**src/cobsfd_pkg.sv**
```systemverilog
// Shared types and constants for the COBS frame decoder.
`default_nettype none

package cobsfd_pkg;

    // Width of the configuration port and of the register index
    localparam int CFG_DATA_W  = 16;
    localparam int CFG_INDEX_W = 1;

    // Configuration register indexes
    localparam logic [CFG_INDEX_W-1:0] CFG_DELIMITER = 1'b0;
    localparam logic [CFG_INDEX_W-1:0] CFG_MAX_LEN   = 1'b1;

    // Reset values of the configuration registers
    localparam logic [7:0]  DELIMITER_RST = 8'd0;
    localparam logic [15:0] MAX_LEN_RST   = 16'd256;

    // Group code that carries no stuffed delimiter; also the saturation point
    localparam logic [7:0] GROUP_FULL = 8'd255;

    // Result kind and status codes
    localparam logic KIND_DATA  = 1'b0;
    localparam logic KIND_END   = 1'b1;
    localparam logic STATUS_OK  = 1'b0;
    localparam logic STATUS_OVF = 1'b1;

    // Framing state carried from byte to byte
    typedef struct packed {
        logic       in_frame;
        logic [7:0] group_pos;
        logic [7:0] group_code;
    } frame_state_t;

    // One result item
    typedef struct packed {
        logic [7:0]  out_byte;
        logic        kind;
        logic        status;
        logic [15:0] frame_length;
    } result_t;

endpackage

`default_nettype wire

```
**src/cobsfd_step.sv**
```systemverilog
// Per-byte decode logic: next framing state, byte count and result for one byte.
`default_nettype none

module cobsfd_step
    import cobsfd_pkg::*;
#(
    parameter int COUNT_BITS = 16
)
(
    input  wire logic [7:0]            byte_in,
    input  wire frame_state_t          state,
    input  wire logic [COUNT_BITS-1:0] count,
    input  wire logic [7:0]            delimiter,
    input  wire logic [15:0]           max_frame_len,
    output frame_state_t               state_next,
    output logic [COUNT_BITS-1:0]      count_next,
    output logic                       emit,
    output result_t                    result
);

    localparam int CMP_W = (COUNT_BITS > 16) ? COUNT_BITS : 16;

    logic [CMP_W-1:0]      count_ext;
    logic [CMP_W-1:0]      limit_ext;
    logic [COUNT_BITS-1:0] count_inc;
    logic [CMP_W-1:0]      count_inc_ext;
    logic                  limit_hit;
    logic                  is_delim;
    logic                  group_end;

    assign count_ext     = CMP_W'(count);
    assign limit_ext     = CMP_W'(max_frame_len);
    assign count_inc     = count + {{(COUNT_BITS-1){1'b0}}, 1'b1};
    assign count_inc_ext = CMP_W'(count_inc);
    assign limit_hit     = (count_ext >= limit_ext);
    assign is_delim      = (byte_in == delimiter);
    assign group_end     = (state.group_pos == state.group_code);

    // Decide the next state and the result for this byte
    always_comb
    begin
        state_next          = state;
        count_next          = count;
        emit                = 1'b0;
        result.out_byte     = 8'd0;
        result.kind         = KIND_DATA;
        result.status       = STATUS_OK;
        result.frame_length = count_ext[15:0];

        if (!state.in_frame)
        begin
            // Hunt: only the delimiter opens a frame
            if (is_delim)
            begin
                state_next.in_frame   = 1'b1;
                state_next.group_pos  = GROUP_FULL;
                state_next.group_code = GROUP_FULL;
                count_next            = '0;
            end
        end
        else if (limit_hit)
        begin
            // Close the frame on overflow, consuming this byte
            state_next.in_frame = 1'b0;
            emit                = 1'b1;
            result.kind         = KIND_END;
            result.status       = STATUS_OVF;
        end
        else if (is_delim)
        begin
            // Close the frame normally
            state_next.in_frame = 1'b0;
            emit                = 1'b1;
            result.kind         = KIND_END;
        end
        else if (group_end)
        begin
            // Start a new group; emit the stuffed delimiter unless the code was full
            state_next.group_code = byte_in;
            state_next.group_pos  = 8'd1;
            if (state.group_code != GROUP_FULL)
            begin
                count_next          = count_inc;
                emit                = 1'b1;
                result.out_byte     = delimiter;
                result.frame_length = count_inc_ext[15:0];
            end
        end
        else
        begin
            // Pass a data byte on and advance within the group
            count_next          = count_inc;
            emit                = 1'b1;
            result.out_byte     = byte_in;
            result.frame_length = count_inc_ext[15:0];
            if (state.group_pos != GROUP_FULL)
            begin
                state_next.group_pos = state.group_pos + 8'd1;
            end
        end
    end

endmodule

`default_nettype wire

```
**src/cobs_frame_decoder.sv**
```systemverilog
// A request accepted into the input register loads the result register when it
//   advances, and its result is then held on the output channel until it is taken.
// Throughput: one byte per cycle unless a stalled full result register holds it; the
//   only loop is the framing state and byte count, between input and result registers.
// Bytes that give no result still pass through the input register.
// Reset (rst_n low, asynchronous): pipeline empty, hunting for a delimiter,
//   delimiter 0 and frame limit 256.
`default_nettype none

module cobs_frame_decoder
    import cobsfd_pkg::*;
#(
    parameter int COUNT_BITS = 16
)
(
    input  wire logic                   clk,
    input  wire logic                   rst_n,
    // Configuration write port
    input  wire logic                   cfg_wr_en,
    input  wire logic [CFG_INDEX_W-1:0] cfg_index,
    input  wire logic [CFG_DATA_W-1:0]  cfg_wr_data,
    // Input channel
    input  wire logic                   in_valid,
    output logic                        in_stall,
    input  wire logic [7:0]             byte_in,
    // Output channel
    output logic                        out_valid,
    input  wire logic                   out_stall,
    output logic [7:0]                  out_byte,
    output logic                        kind,
    output logic                        status,
    output logic [15:0]                 frame_length
);

    logic [7:0]            delimiter_reg;
    logic [15:0]           max_len_reg;

    logic                  s1_valid_reg;
    logic [7:0]            s1_byte_reg;

    frame_state_t          state_reg;
    frame_state_t          state_next;
    logic [COUNT_BITS-1:0] count_reg;
    logic [COUNT_BITS-1:0] count_next;

    logic                  out_valid_reg;
    result_t               result_reg;
    result_t               result_next;
    logic                  emit;
    logic                  advance;

    // Process the held byte when the result register is free or draining
    assign advance  = s1_valid_reg && (!out_valid_reg || !out_stall);
    assign in_stall = s1_valid_reg && !advance;

    // Write configuration registers
    always_ff @(posedge clk or negedge rst_n)
    begin
        if (!rst_n)
        begin
            delimiter_reg <= DELIMITER_RST;
            max_len_reg   <= MAX_LEN_RST;
        end
        else if (cfg_wr_en)
        begin
            case (cfg_index)
                CFG_DELIMITER: delimiter_reg <= cfg_wr_data[7:0];
                CFG_MAX_LEN:   max_len_reg   <= cfg_wr_data[15:0];
                default:       ;
            endcase
        end
    end

    // Hold the input register valid flag
    always_ff @(posedge clk or negedge rst_n)
    begin
        if (!rst_n)
        begin
            s1_valid_reg <= 1'b0;
        end
        else if (!in_stall)
        begin
            s1_valid_reg <= in_valid;
        end
    end

    // Capture the request byte
    always_ff @(posedge clk)
    begin
        if (in_valid && !in_stall)
        begin
            s1_byte_reg <= byte_in;
        end
    end

    cobsfd_step #(
        .COUNT_BITS (COUNT_BITS)
    ) u_step (
        .byte_in       (s1_byte_reg),
        .state         (state_reg),
        .count         (count_reg),
        .delimiter     (delimiter_reg),
        .max_frame_len (max_len_reg),
        .state_next    (state_next),
        .count_next    (count_next),
        .emit          (emit),
        .result        (result_next)
    );

    // Advance the framing state and byte count
    always_ff @(posedge clk or negedge rst_n)
    begin
        if (!rst_n)
        begin
            state_reg.in_frame   <= 1'b0;
            state_reg.group_pos  <= GROUP_FULL;
            state_reg.group_code <= GROUP_FULL;
            count_reg            <= '0;
        end
        else if (advance)
        begin
            state_reg <= state_next;
            count_reg <= count_next;
        end
    end

    // Result register valid flag: load on advance, drop once taken
    always_ff @(posedge clk or negedge rst_n)
    begin
        if (!rst_n)
        begin
            out_valid_reg <= 1'b0;
        end
        else if (advance)
        begin
            out_valid_reg <= emit;
        end
        else if (!out_stall)
        begin
            out_valid_reg <= 1'b0;
        end
    end

    // Result payload
    always_ff @(posedge clk)
    begin
        if (advance && emit)
        begin
            result_reg <= result_next;
        end
    end

    assign out_valid    = out_valid_reg;
    assign out_byte     = result_reg.out_byte;
    assign kind         = result_reg.kind;
    assign status       = result_reg.status;
    assign frame_length = result_reg.frame_length;

endmodule

`default_nettype wire

```
**config.mk**
```make
export PLATFORM = sky130hd
export DESIGN_NAME = cobs_frame_decoder
export DESIGN_NICKNAME = d
export VERILOG_FILES = /design/src/cobsfd_pkg.sv /design/src/cobsfd_step.sv /design/src/cobs_frame_decoder.sv
export SDC_FILE = /design/constraint.sdc
export NUM_CORES = 1
export LEC_CHECK = 0
export BUFFER_PORTS_ARGS = -buffer_cell sky130_fd_sc_hd__buf_2
export CORE_UTILIZATION = 38
export DETAILED_ROUTE_END_ITERATION = 10
export PLACE_DENSITY = 0.61
export SLEW_MARGIN = 5
export SYNTH_ARGS = -nofsm -noshare
export SYNTH_HDL_FRONTEND = slang
export SYNTH_SLANG_ARGS = --single-unit
```
**constraint.sdc**
```tcl
create_clock -name clk -period 4.15 [get_ports clk]
set_clock_uncertainty 0.15 [all_clocks]
set_input_delay 0.2075 -clock clk [delete_from_list [all_inputs] [get_ports clk]]
set_output_delay 0.2075 -clock clk [all_outputs]
set_load 0.005 [all_outputs]
```
; Word level (Yosys, flattened, before mapping)
; Cells that the tools add are included.
[op_classes]
addsub = 2
order_cmp = 1
n_eq_ne = 7
n_mux = 28
bitwise_logic = 2
reduce_logical = 18
[op_table]
columns = operator, count
row1 = 2-to-1 mux 16 bit, 9
row2 = 2-to-1 mux 8 bit, 5
row3 = 2-to-1 mux 17 bit, 2
row4 = "adder 16 x 1 -> 16 bit, second input constant", 1
row5 = == test 8 bit, 2
row6 = greater-or-equal comparator 16 bit, 1
row7 = "inequality test 8 bit, second input constant", 2
row8 = 2-to-1 mux 1 bit, 12
row9 = AND reduction 5 bit, 2
row10 = "adder 8 x 1 -> 8 bit, second input constant", 1
row11 = AND reduction 2 bit, 3
row12 = logical AND 1 bit, 4
row13 = zero test 1 bit, 4
row14 = "inequality test 2 bit, second input constant", 2
row15 = nonzero test 4 bit, 1
row16 = nonzero test 3 bit, 1
row17 = OR reduction 3 bit, 1
row18 = "inequality test 2 x 1 -> 1 bit, second input constant", 1
row19 = inverter 1 bit, 2
row20 = nonzero test 2 bit, 1
row21 = logical OR 1 bit, 1
[totals]
register_bits = 93
input_bits = 30
wordCells = 71

; Longest topological paths before layout
; Gate-level depths: netlist (run 1).
[depth]
ltp_word = 7
ltp_mapped = 10
depth_no_buf = 9

; Cells and area by module
; Synthesis (run 1) repeated with hierarchy kept, for this count alone.
[unflattened]
hier_cells = 457
area_unflattened_um2 = 5118.7
[by_module_without_submodules]
columns = mod, instances, cells_per_inst, area_per_inst_um2, seq_area_each_um2
row1 = cobs_frame_decoder, 1, 166, 3280.6, 2518.7
row2 = cobsfd_step, 1, 291, 1838.0, 0.0

; Worst setup path after synthesis (run 1)
; OpenSTA, ideal clock, no wires.
[synth_path]
path_kind = reg-to-reg
from = register max_len_reg[8]
to = register result_reg (netlist bit frame_length[0]), enable pin
t_arrival_ps = 3758
path_slack_ps = -200
stages_incl_launch_ff = 10
path_buffers = 1
synth_period_minus_slack_ps = 4350
cell_sequence = dfstp_2 -> inv_1 -> ha_1 -> nand2_1 -> or4_1 -> a21o_1 -> nand3_2 -> buf_2 -> nor2_1 -> nor3_1
[synth_via]
elab_chain_len = 4
[synth_rtl]
columns = element, line
row1 = start: declaration, cobs_frame_decoder.sv:36  ; logic [15:0] max_len_reg;
row2 = start signal: assignment, cobs_frame_decoder.sv:68  ; CFG_MAX_LEN: max_len_reg <= cfg_wr_data[15:0];
row3 = greater-or-equal comparator 16 bit, cobsfd_step.sv:35  ; assign limit_hit = (count_ext >= limit_ext);
row4 = 2-to-1 mux 1 bit, cobsfd_step.sv:61  ; else if (limit_hit)
row5 = 2-to-1 mux 1 bit, cobsfd_step.sv:50  ; if (!state.in_frame)
row6 = logical AND 1 bit, cobs_frame_decoder.sv:147  ; if (advance && emit)
row7 = end signal: assignment, cobs_frame_decoder.sv:149  ; result_reg <= result_next;
row8 = end: declaration, cobs_frame_decoder.sv:47  ; result_t result_reg;
; No other way between the ends.
; A chain may end at the register's enable or synchronous reset.

; Worst setup path after layout (run 1)
[layout_path]
from = register s1_byte_reg[4]
to = register state_reg[8] (netlist bit)
[layout_via]
elab_chain_len = 3
word_cells_on_any_way = 5
cone_classes = eq/ne (2) / reduce/logical (3)
[layout_rtl]
columns = element, line
row1 = start: declaration, cobs_frame_decoder.sv:39  ; logic [7:0] s1_byte_reg;
row2 = start signal: assignment, cobs_frame_decoder.sv:92  ; s1_byte_reg <= byte_in;
row3 = == test 8 bit (*), cobsfd_step.sv:36  ; assign is_delim = (byte_in == delimiter);
row4 = nonzero test 4 bit (no line) (tied with other cells), -
row5 = AND reduction 5 bit (no line) (*), -
row6 = end signal: assignment, cobs_frame_decoder.sv:122  ; state_reg <= state_next;
row7 = end: declaration, cobs_frame_decoder.sv:41  ; frame_state_t state_reg;
; Mark *: on every way between the ends. The rest lies on a longest branch, timed or not.

==> results of run 1 <==
[cell usage after synthesis, types with 11 or more instances]
library cell,instances,area [um^2]
a21oi_1,24,120
a31oi_1,15,93.8
dfrtp_1,42,1050
dfstp_2,17,447
edfxtp_1,34,1020
ha_1,20,250
inv_1,28,105
mux2_2,25,282
nand2_1,33,124
nand3_1,21,105
nor2_1,23,86.3
nor3_1,19,95.1
o211ai_1,11,82.6
xor2_1,30,263
[cell families (layout without fill, tap and decap cells)]
group,Yosys count,count (layout),synth area share
simple gates,155,155,0.164
xor+xnor,31,31,0.0532
flops,93,93,0.493
compound gates,88,88,0.121
fa+ha+maj,20,20,0.0490
mux,35,35,0.0757
buf+inv,49,132,0.0431
[power groups by stage]
| stage | logic, uW | clock network (uW) | registers (uW) |
|---|---|---|---|
| 2_1_floorplan | 703 | 0 | 1310 |
| 3_3_place_gp | 863 | 0 | 1360 |
| 3_5_place_dp | 894 | 0 | 1370 |
| 4_1_cts | 918 | 777 | 1350 |
| 5_1_grt | 1030 | 812 | 1380 |
| 6_report | 913 | 760 | 1350 |
[worst max-delay path: stages (launching register included)]
cell      delay (ps)
edfxtp_1         420
xor2_1           170
nor4_1           650
nand2_1          300
ha_1             350
and3_1           150
nand2b_1          70
o31ai_2          490
and2_1           410
mux2_4           330
[cell usage in the layout (no fill, tap or decap), drive strengths merged, types with 6 or more instances in the layout]
master       netlist  layout
clkbuf            11      11
mux2i              9       9
edfxtp            34      34
a21oi             25      25
nand2             33      33
nor3              19      19
or3                6       6
ha                20      20
nor2              23      23
and3               9       9
dfrtp             42      42
dlygate4sd3        0      26
o211ai            11      11
nand4              7       7
nand3             22      22
buf               10      62
a31oi             15      15
a22o               6       6
nor2b             10      10
inv               28      30
o31ai              7       7
mux2              26      26
xor2              30      30
o311ai             8       8
dfstp             17      17
[per-stage QoR]
step	total power [uW]	setup WS (ps)	hold slack (ps)	cells	cell area, um^2
6_report	3030	583	14.1	726	6070
5_1_grt	3220	468	40.6	726	6070
4_1_cts	3050	647	8.13	726	6070
3_5_place_dp	2260	658	91.3	684	5540
3_3_place_gp	2220	849	84.7	684	5540
2_1_floorplan	2010	597	-238	471	5110
[layer usage]
metal  vias up  wire length (um)
met2       113              5350
li1       1883                 -
met5         -                 0
met3        17               579
met4         0               208
met1      1811              5600
[worst paths after layout]
| path | to | slack, ps | cells after the start |
|---|---|---|---|
| max in group asynchronous | state_reg[13] | 2710 | 3 |
| max reg2reg | state_reg[8] | 580 | 9 |
| min | out_valid | 10 | 3 |
| max | state_reg[8] | 580 | 9 |
| min in group asynchronous | max_len_reg[4] | 230 | 2 |
| min reg2reg | state_reg[7] | 340 | 2 |
[final cells by class]
type | instances | share of cell area
clock buffer | 11 | 0.0384
clock inverter | 5 | 0.00577
inverter | 28 | 0.0173
multi-input combinational | 329 | 0.392
sequential | 93 | 0.415
tap | 172 | 0.0355
timing repair buffer | 88 | 0.0961
==> impl_metrics.csv, run 1 <==
group,metric,value,unit
run_status,status,"completed",
drt,vias,3824,
grt,grt.total_usage,0.180,
layout,layout.nets,599,
grt,top_usage_layer,"met2",
place,globalplace.congestion,0.825,
floorplanning,initial_utilization,0.396,
critical_path,arrival,3690,ps
cts,cts.path.max_buffers,2,
hold_path,hp-start,"out_stall",
drt,firstDrtPassIters,5,
floorplanning,die_w,118,um
timing,fmax,280,MHz
run,cap_violations,0,
timing,relSlewSlack,0.519,
layout,syn_to_final_growth,18.8,%
timing,tightest_slew,714,ps
drt,drtIter0Drc,228,
timing,hold_viol,0,
layout,antennaDiodeCount,0,
cts,insertion_delay,350,ps
logic_synthesis,syn_inst,471,
logic_synthesis,netlist_area,5100,um^2
power,p_leak,0.00261,uW
cts,clock-sinks,93,
logic_synthesis,synth-seq-cells,93,
grt,grt.met2_usage,0.285,
timing,setup_tns,0,ps
drt,wire_per_inst,16.2,um
drt,detail_route.wirelength,11.7,mm
power,seqPwrFrac,0.447,
layout,largest_register_ffs,17,
floorplanning,coreArea,12900,um^2
cts,cts_tree,"built",
power,switchingPower,1080,uW
layout,post_route_cells_drive_above_1_share,0.242,
cts,ctsHtreeMaxLevel,3,
timing,post-route-period-util,0.859,
critical_path,crit_type,"reg -> reg",
grt,antenna_found_initial,0,
critical_path,crit_start,"s1_byte_reg[4]",
timing,final_max_slew_viol_count,0,
timing,finalCriticalPeriod,3570,ps
power,power.density,499,nW/um^2
critical_path,cp.required,4280,ps
timing,rsz0062_at_grt,"no",
critical_path,startpoint_type,"register",
cts,post_cts_buffers,0,
power,combPwrFrac,0.302,
layout,regArea,2520,um^2
cts,cts_buffers,9,
drt,drt-vias-per-instance,5.27,
critical_path,cp-end-kind,"register",
timing,setup_viol,0,
floorplanning,num_rows,41,
logic_synthesis,async_flop_share,0.634,
power,peakVddDrop,268,uV
power,internal_power,1940,uW
logic_synthesis,synth_ff_type,"dfrtp_1",
logic_synthesis,synth_cell_types,57,
logic_synthesis,syn_nets,521,
place,dpl.hpwl,8.47,mm
grt,grtUsageMet3,0.0378,
cts,path_clk_slew,60,ps
floorplanning,die_height,118,um
grt,grt_first_pass_wirelength,19.5,mm
floorplanning,die_area,13900,um^2
power,clkPwrFrac,0.251,
drt,antenna_left,0,
logic_synthesis,synth_seq_area_share,0.493,
grt,met1_usage,0.245,
layout,nFillCells,1157,
critical_path,worstPathMaxFanout,8,
logic_synthesis,synth-edff-count,34,
power,p_sw_frac,0.358,
cts,cts_root_buf,"clkbuf_16",
layout,multiInputGateArea,2380,um^2
layout,fin_util,0.471,
cts,ctsHoldBuffers,26,
hold_path,hold_class,"in -> reg",
logic_synthesis,synth_warnings,0,
place,io_buffers,57,
drt,drc,0,
grt,grt_max_degree,36,
critical_path,r2r-start,"s1_byte_reg[4]",
floorplanning,io_pins,58,
grt,grt_pass1_vias,3806,
cts,cts-resized-gates,0,
grt,grt-ovfl-total,0,
logic_synthesis,syn_area_per_cell,10.8,um^2
No activity file was read; power rests on OpenSTA's default activity.
==> run 2, diff against run 1 <==
--- a/config.mk
+++ b/config.mk
@@ -6,9 +6,10 @@
 export NUM_CORES = 1
 export LEC_CHECK = 0
 export BUFFER_PORTS_ARGS = -buffer_cell sky130_fd_sc_hd__buf_2
-export CORE_UTILIZATION = 38
+export CORE_UTILIZATION = 53
 export DETAILED_ROUTE_END_ITERATION = 10
-export PLACE_DENSITY = 0.61
+export MAX_ROUTING_LAYER = met4
+export PLACE_DENSITY = 0.79
 export SLEW_MARGIN = 5
 export SYNTH_ARGS = -nofsm -noshare
 export SYNTH_HDL_FRONTEND = slang
==> run 2 against run 1 <==
Against the previous run:
- first-iteration DRC count is 55% higher
- flip-flop and latch count stayed put
- critical endpoint unchanged
- highest routed layer unchanged
- register-to-register slack better by 50 ps
- design area decreased by 1.9%
- core utilization up 17 points
==> impl_metrics.csv, run 2 (synthesized netlist as in run 1, its figures left out) <==
group,metric,value,unit
run_status,status,"completed",
layout,nFillCells,739,
timing,setup_tns,0,ps
timing,hold_viol,0,
power,p_leak,0.00258,uW
critical_path,r2r-start,"s1_byte_reg[6]",
timing,rsz0062_at_grt,"no",
grt,grt_first_pass_wirelength,19.0,mm
place,io_buffers,57,
critical_path,worstPathMaxFanout,8,
critical_path,cp-end-kind,"register",
grt,grt-ovfl-total,0,
floorplanning,die_w,100,um
cts,cts_tree,"built",
critical_path,cp.required,4300,ps
timing,holdWs,27.1,ps
layout,layout.nets,600,
critical_path,crit_type,"reg -> reg",
timing,finalCriticalPeriod,3520,ps
floorplanning,initial_utilization,0.550,
drt,drc,0,
power,power.density,483,nW/um^2
place,dpl.hpwl,7.69,mm
layout,multiInputGateArea,2380,um^2
timing,post-route-period-util,0.847,
grt,grt_pass1_vias,3801,
layout,post_route_cells_drive_above_1_share,0.243,
drt,vias,4018,
drt,firstDrtPassIters,5,
timing,final_max_slew_viol_count,0,
grt,grt.met2_usage,0.382,
drt,drt-vias-per-instance,5.87,
place,globalplace.congestion,0.845,
drt,antenna_left,0,
critical_path,arrival,3670,ps
hold_path,hp-start,"out_stall",
layout,final_cell_mix,"57 x buf_2, 42 x dfrtp_1, 34 x edfxtp_1, 33 x nand2_1, 30 x xor2_1",
layout,largest_register_ffs,17,
floorplanning,die_height,100,um
grt,grt.total_usage,0.251,
run,cap_violations,0,
hold_path,hold_class,"in -> reg",
power,peakVddDrop,221,uV
timing,relSlewSlack,0.516,
grt,met1_usage,0.340,
timing,fmax,284,MHz
place,place_area,5490,um^2
cts,ctsHtreeMaxLevel,3,
grt,grtUsageMet3,0.0390,
power,finalPower,2870,uW
drt,detail_route.wirelength,11.3,mm
layout,final_common_cell,"buf_2",
floorplanning,die_area,10000,um^2
layout,regArea,2520,um^2
cts,cts.path.max_buffers,2,
floorplanning,coreArea,9280,um^2
timing,tightest_slew,720,ps
layout,final_area,5950,um^2
grt,grt_max_degree,33,
critical_path,crit_start,"s1_byte_reg[6]",
drt,drtIter0Drc,353,
cts,insertion_delay,360,ps
cts,cts_buffers,9,
grt,top_usage_layer,"met2",
drt,wire_per_inst,16.6,um
timing,setup_viol,0,
layout,antennaDiodeCount,0,
floorplanning,num_rows,35,
critical_path,startpoint_type,"register",
floorplanning,io_pins,58,
cts,path_clk_slew,90,ps
layout,syn_to_final_growth,16.6,%
grt,antenna_found_initial,0,
cts,clock-sinks,93,
cts,cts_root_buf,"clkbuf_8",
[run 2: layout make-up]
class / count / area share
clock inverters: 7 / 0.0120
repair buffers: 89 / 0.0997
flip-flops and latches: 93 / 0.423
inverters: 28 / 0.0177
clock buffers: 9 / 0.0208
multi-input cells: 329 / 0.399
well taps: 129 / 0.0271
[run 2: per-layer routing]
layer	share of wire	routed length (um)	vias up
li1	-	-	1888
met1	0.44	4960	1928
met2	0.48	5400	176
met3	0.064	721	26
met4	0.023	259	0
met5	0	0	-
[run 2: critical path, cell delays in order, from the launching register on]
cell and delay [ps]:
edfxtp_1 450, xor2_1 180, nor4_1 640, nand2_1 350
ha_1 390, and3_1 180, nand2b_1 80, o31ai_2 170
buf_4 200, and2_1 340, mux2_4 330
[run 2: power breakdown]
group	internal [uW]	switching, uW	leakage [uW]
logic	363	554	0.00147
clock network	280	326	0.0000937
registers	1170	175	0.00101
[run 2: timing repair]
action / 4_1_cts / 5_1_grt
hold buffers: 27 / 0
setup buffers: 0 / 0
hold endpoints to repair: 51 / 0
resized for setup: 0 / 0
[run 2: path summary, 6_finish.rpt]
check	to	slack (ps)	cells after the start
max in group asynchronous	state_reg[13]	2720	3
min	out_valid	30	3
min in group asynchronous	out_valid	270	2
max reg2reg	state_reg[8]	630	10
min reg2reg	state_reg[5]	340	2
max	state_reg[8]	630	10
[run 2: metrics by stage]
step	utilization	setup slack [ps]	cells
2_1_floorplan	-	597	471
3_3_place_gp	0.591	728	641
3_5_place_dp	0.591	702	641
4_1_cts	0.641	648	684
5_1_grt	0.641	411	684
6_report	0.641	634	684
